$ cat config.mk
export PLATFORM = sky130hd
export DESIGN_NAME = dtfb_ctrl
export DESIGN_NICKNAME = d
export VERILOG_FILES = /design/src/hdl/dtfb_pkg.sv /design/src/hdl/dtfb_ctrl.sv
export SDC_FILE = /design/constraint.sdc
export NUM_CORES = 1
export LEC_CHECK = 0
export BUFFER_PORTS_ARGS = -buffer_cell sky130_fd_sc_hd__buf_4
export CAP_MARGIN = 40
export CORE_AREA = 2 2 39 41
export CTS_BUF_LIST = sky130_fd_sc_hd__clkbuf_2
export DETAILED_ROUTE_END_ITERATION = 12
export DIE_AREA = 0 0 41 43
export PLACE_DENSITY = 0.6
export SYNTH_ARGS = -nofsm -noshare
export SYNTH_HDL_FRONTEND = slang
export SYNTH_SLANG_ARGS = --single-unit
$ cat constraint.sdc
create_clock -name clk_i -period 1.8 [get_ports clk_i]
set_input_delay 0.36 -clock clk_i [delete_from_list [all_inputs] [get_ports clk_i]]
set_output_delay 0.36 -clock clk_i [all_outputs]
set_load 0.01 [all_outputs]
$ cat src/hdl/dtfb_pkg.sv
`timescale 1ns / 1ps
`default_nettype none
// ----------------------------------------------------------------------------
// Depth-tested frame buffer package
// Shared constants, operation and status codes, and the control and status
// bundles passed between the controller and the datapath.
// ----------------------------------------------------------------------------
package dtfb_pkg;

  localparam int MaxWidthDef  = 256;
  localparam int MaxHeightDef = 256;
  localparam int DepthBitsDef = 24;

  localparam int CfgW   = 9;
  localparam int CoordW = 16;
  localparam int ChanW  = 8;
  localparam int FragDW = 24;

  localparam logic [0:0] CfgWidth  = 1'b0;
  localparam logic [0:0] CfgHeight = 1'b1;

  typedef enum logic [1:0] {
    FUNC_WRITE     = 2'd0,
    FUNC_READ      = 2'd1,
    FUNC_CLR_COLOR = 2'd2,
    FUNC_CLR_DEPTH = 2'd3
  } func_e;

  typedef enum logic [1:0] {
    ST_OK         = 2'd0,
    ST_DEPTH_FAIL = 2'd1,
    ST_OOB        = 2'd2
  } status_e;

  typedef struct packed {
    logic capture;
    logic calc;
    logic read;
    logic check;
    logic finish;
    logic sweep;
    logic init;
  } dtfb_cmd_t;

  typedef struct packed {
    logic sweep_last;
  } dtfb_stat_t;

endpackage
`default_nettype wire

$ cat src/hdl/dtfb_ctrl.sv
`timescale 1ns / 1ps
`default_nettype none
// ----------------------------------------------------------------------------
// Depth-tested frame buffer controller
// Sequences the initial clearing pass, pixel accesses and full-store clears.
// ----------------------------------------------------------------------------
module dtfb_ctrl (
  input  wire logic                clk_i,
  input  wire logic                rst_ni,
  input  wire logic                start,
  input  wire logic [1:0]          func_i,
  output logic                     busy,
  output dtfb_pkg::dtfb_cmd_t      cmd_o,
  input  wire dtfb_pkg::dtfb_stat_t stat_i
);
  import dtfb_pkg::*;

  typedef enum logic [5:0] {
    S_INIT  = 6'b000001,
    S_IDLE  = 6'b000010,
    S_CALC  = 6'b000100,
    S_READ  = 6'b001000,
    S_CHECK = 6'b010000,
    S_CLEAR = 6'b100000
  } state_e;

  state_e state_q, state_d;
  func_e  func_in;

  assign func_in = func_e'(func_i);
  assign busy    = (state_q != S_IDLE);

  always_comb begin
    state_d = state_q;
    cmd_o   = '0;
    unique case (state_q)
      S_INIT: begin
        cmd_o.sweep = 1'b1;
        cmd_o.init  = 1'b1;
        if (stat_i.sweep_last) begin
          state_d = S_IDLE;
        end
      end
      S_IDLE: begin
        if (start) begin
          cmd_o.capture = 1'b1;
          if (func_in == FUNC_CLR_COLOR || func_in == FUNC_CLR_DEPTH) begin
            state_d = S_CLEAR;
          end else begin
            state_d = S_CALC;
          end
        end
      end
      S_CALC: begin
        cmd_o.calc = 1'b1;
        state_d    = S_READ;
      end
      S_READ: begin
        cmd_o.read = 1'b1;
        state_d    = S_CHECK;
      end
      S_CHECK: begin
        cmd_o.check  = 1'b1;
        cmd_o.finish = 1'b1;
        state_d      = S_IDLE;
      end
      S_CLEAR: begin
        cmd_o.sweep = 1'b1;
        if (stat_i.sweep_last) begin
          cmd_o.finish = 1'b1;
          state_d      = S_IDLE;
        end
      end
      default: begin
        state_d = S_INIT;
      end
    endcase
  end

  always_ff @(posedge clk_i or negedge rst_ni) begin
    if (!rst_ni) begin
      state_q <= S_INIT;
    end else begin
      state_q <= state_d;
    end
  end

  a_accept_busy: assert property (@(posedge clk_i) disable iff (!rst_ni)
    (start && !busy) |=> busy)
    else $error("Accepted beat did not make the controller busy.");

  a_finish_idle: assert property (@(posedge clk_i) disable iff (!rst_ni)
    cmd_o.finish |=> (state_q == S_IDLE))
    else $error("Controller did not return to idle after a result.");

  a_read_check: assert property (@(posedge clk_i) disable iff (!rst_ni)
    cmd_o.read |=> cmd_o.check)
    else $error("Memory read was not followed by the check step.");

endmodule
`default_nettype wire

## Yosys cells after proc, flatten, opt, wreduce, memory -nomap -nowiden

Cells that the tools add are included.

- Equal/unequal tests: 11
- Multiplexer cells: 13
- Reductions and logical operators: 3

Operator list:

| operator | number |
|---|---|
| one-hot mux 6 bit (5 select lines) | 1 |
| two-way mux 6 bit | 3 |
| two-way mux 1 bit | 8 |
| == test 6 x 1 -> 1 bit, second input constant | 1 |
| == test 6 x 2 -> 1 bit, second input constant | 1 |
| == test 6 x 3 -> 1 bit, second input constant | 1 |
| == test 6 x 4 -> 1 bit, second input constant | 1 |
| == test 6 x 5 -> 1 bit, second input constant | 1 |
| == test 6 bit, second input constant | 1 |
| != test 6 x 2 -> 1 bit, second input constant | 1 |
| == test 2 bit, second input constant | 2 |
| != test 2 x 1 -> 1 bit, second input constant | 1 |
| != test 2 bit, second input constant | 1 |
| one-hot mux 1 bit (2 select lines) | 1 |
| AND reduction 2 bit | 1 |
| OR reduction 2 bit | 1 |
| logical OR 1 bit | 1 |

- Flip-flop bits (word level): 6

## Logic depth before layout (Yosys ltp)

- Word-level depth: 5
- Depth in mapped cells: 4

## Worst setup path before layout

OpenSTA, ideal clock, no wires.

- Path kind: register to output
- Start point: register state_q[5]
- End point: output cmd_o[0] (netlist bit)
- Arrival time: 1.412 ns
- Data required time: 1.440 ns
- Slack: 0.028 ns
- Stages on the path, launching flop included: 4
- Path buffers: 1
- Cells stage by stage: dfrtp_1 -> buf_6 -> or4_4 -> nor3b_1

RTL lines:

| what | line | text |
|---|---|---|
| from (decl) | dtfb_ctrl.sv:27 | `state_e state_q, state_d;` |
| from (signal assigned) | dtfb_ctrl.sv:84 | `state_q <= state_d;` |
| to (decl) | dtfb_ctrl.sv:13 | `output dtfb_pkg::dtfb_cmd_t cmd_o,` |

==> flow_metrics.tcl <==
set metrics [dict create \
    cp-startpoint "state_q[4]" \
    drive_gt1_frac 0.580 \
    wirelength_um 986 \
    timing.rr.start "state_q[4]" \
    ys.warnings.count 0 \
    synth_area_um2 427 \
    critPathKind "register to output pin" \
    top_regs "state_q: 6 flops" \
    grt_first_pass_wirelength_mm 1.65 \
    design.core.area_um2 1380 \
    h-tree-depth 1 \
    synth_nets 49 \
    setup_viol 8 \
    insertion_delay_ns 0.22 \
    status "finished, violations left" \
    final_cell_mix "22 x buf_4, 5 x dfrtp_1, 4 x clkbuf_2" \
    nets 76 \
    ys_types 29 \
    hpwlAfterDp_um 760 \
    gp_congestion 0.687 \
    rsz0062_at_grt "yes" \
    dieArea_um2 1760 \
    top_register "state_q" \
    drt_iter0_markers 3 \
    first_global_vias 411 \
    start_util 0.308 \
    cts_made_buffers 3 \
    hold_ws_ns 0.420 \
    cp.arrival_ns 1.57 \
    slowest_stage "or4_4" \
    diodes 0 \
    critPathCaptureType "output pin" \
    finClkSkew_ns 0.00766 \
    final_antenna_net_count 0 \
    syn_to_final_growth_pct 56.0 \
    yosysTopAreaCellShare 0.293 \
    num_rows 14 \
    r2r_slack_ns 0.14 \
    slew_violations 0 \
    vias 420 \
    ys_seq_elements 6 \
    power-per-cell-area_nw_per_um2 1390 \
    min_period_ns 1.93 \
    place_area_um2 576 \
    clk_pin_slew_ns 0.06 \
    die_y_um 43 \
    hold_violations 0 \
    slowest_delay_ns 0.57 \
    period_share 1.07 \
    cp.required_ns 1.44 \
    ys_seq_area_frac 0.355 \
    final_common_cell "buf_4" \
    overflow 0 \
    crit_cells 3 \
    dp.cells 76 \
    crit_end "cmd_o[0]" \
    synth.avg_cell_area_um2 9.92 \
    yosys.area.top_type "dfrtp_1" \
    synth-edff-count 0 \
    wire_per_inst_um 11.6 \
    violations "negative setup slack" \
    drv_cap 0 \
    crit_chain "or4_4 > nor3b_1 > buf_4" \
    min_path_type "input pin to register" \
    instances_no_fill 85 \
    drt-vias-per-instance 4.94 \
    cts_tree "built" \
    io_buffers 12 \
    synth-main-ff-cell "dfrtp_1" \
    rr_endpoint "state_q[1]" \
    drc_errors 0 \
    synthArstFlopShare 1.00 \
    grt_util_all_layers 0.138 \
    antenna_found_initial 0 \
    cp_num_buf_inv 1 \
    syn_inst 43 \
    worstSetupStartpointType "register" \
    irDropWorstVdd_uv 591 \
    fin_ws_ns -0.133 \
    fmax_mhz 517 \
    die_w_um 41 \
    worst_pin_slew_ns 0.312 \
    cts-root-buf "clkbuf_2" \
    final_cell_area_um2 666 \
    synth_area_leaders "dfrtp_1 29%, dfstp_2 6.2%, nor4b_4 5.6%" \
    crit_path_max_fanout 3 \
    clock_sinks 6 \
    maxSlewHeadroom 0.791 \
    power_leakage_nw 0.313 \
    first_pass_iters 2 \
    io_pins 14 \
    largest_reg_flops 6 \
    ff2ff_path_depth 4 \
    cp_top_family "simple AND/OR/NAND/NOR gates" \
    cts_buffer_depth 2 \
    grt_max_degree 9 \
]
## Yosys cell counts, types with 2 or more instances
library cell and instances:
or3_1 2, buf_2 2, nor3_1 2, nor2_1 5, nand2_1 2, nor3b_1 2, dfrtp_1 5, or4_4 2
## how the worst min path moves through the flow
stage / to / cells past startpoint / slack (ns) / from
floorplan: state_q[1] / 0 / 0.06 / rst_ni
global route: state_q[5] / 2 / 0.42 / func_i[1]
CTS: state_q[5] / 2 / 0.40 / func_i[1]
detailed placement: state_q[3] / 1 / 0.17 / rst_ni
finish: state_q[5] / 2 / 0.42 / func_i[1]
global placement: state_q[3] / 1 / 0.17 / rst_ni
## per-stage QoR
stage | setup slack [ns] | total power [W] | TNS, ns | util
after floorplan | 0.0279 | 0.000523 | 0 | -
after global placement | 0.0574 | 0.000690 | 0 | 0.416
after detailed placement | 0.0548 | 0.000697 | 0 | 0.416
after CTS | -0.151 | 0.000918 | -0.801 | 0.474
after global routing | -0.213 | 0.00100 | -1.19 | 0.481
final | -0.133 | 0.000927 | -0.593 | 0.481
## worst register-to-register path, delay by kind of cell, from the launching register on
kind	cells	cell delay, ns
AO/OA/AOI/OAI	1	0.13
buffers and inverters	1	0.14
flip-flops	1	0.39
AND/OR/NAND/NOR	2	0.88
## layer usage
| layer | wire length, um | vias to the layer above | GRT usage |
|---|---|---|---|
| met5 | 0 | - | 0 |
| met4 | 0 | 0 | 0.0800 |
| met3 | 26 | 0 | 0.0157 |
| met2 | 521 | 6 | 0.219 |
| met1 | 439 | 203 | 0.169 |
| li1 | - | 211 | - |
## logic make-up after synthesis
group / count (synthesis) / synth area share
AND/OR/NAND/NOR: 26 / 0.449
AO/OA/AOI/OAI: 6 / 0.117
flip-flops: 6 / 0.355
buffers and inverters: 4 / 0.0586
XOR/XNOR: 1 / 0.0205
## final cells by class
type                       count  area [um2]
tap                           16        20.0
timing repair buffer          25         198
inverter                       1        3.75
clock buffer                   4        20.0
sequential                     6         151
multi-input combinational     33         273
fill                         148         718
## timing repair
| action | 4_1_cts | 5_1_grt |
|---|---|---|
| hold buffers | 1 | 0 |
| endpoints found under the setup margin | 8 | 8 |
| gates cloned | 0 | 0 |
| gates resized for setup | 6 | 2 |
| pin swaps | 6 | 3 |
| endpoints found under the hold margin | 5 | 0 |
| setup buffers | 4 | 0 |
## power breakdown
group	internal [W]	total, W	switching [W]
Clock	0.0000589	0.000106	0.0000474
Combinational	0.000350	0.000618	0.000268
Sequential	0.000175	0.000203	0.0000279
Total	0.000583	0.000927	0.000344
Note: power is estimated with default switching activity, not from simulation.
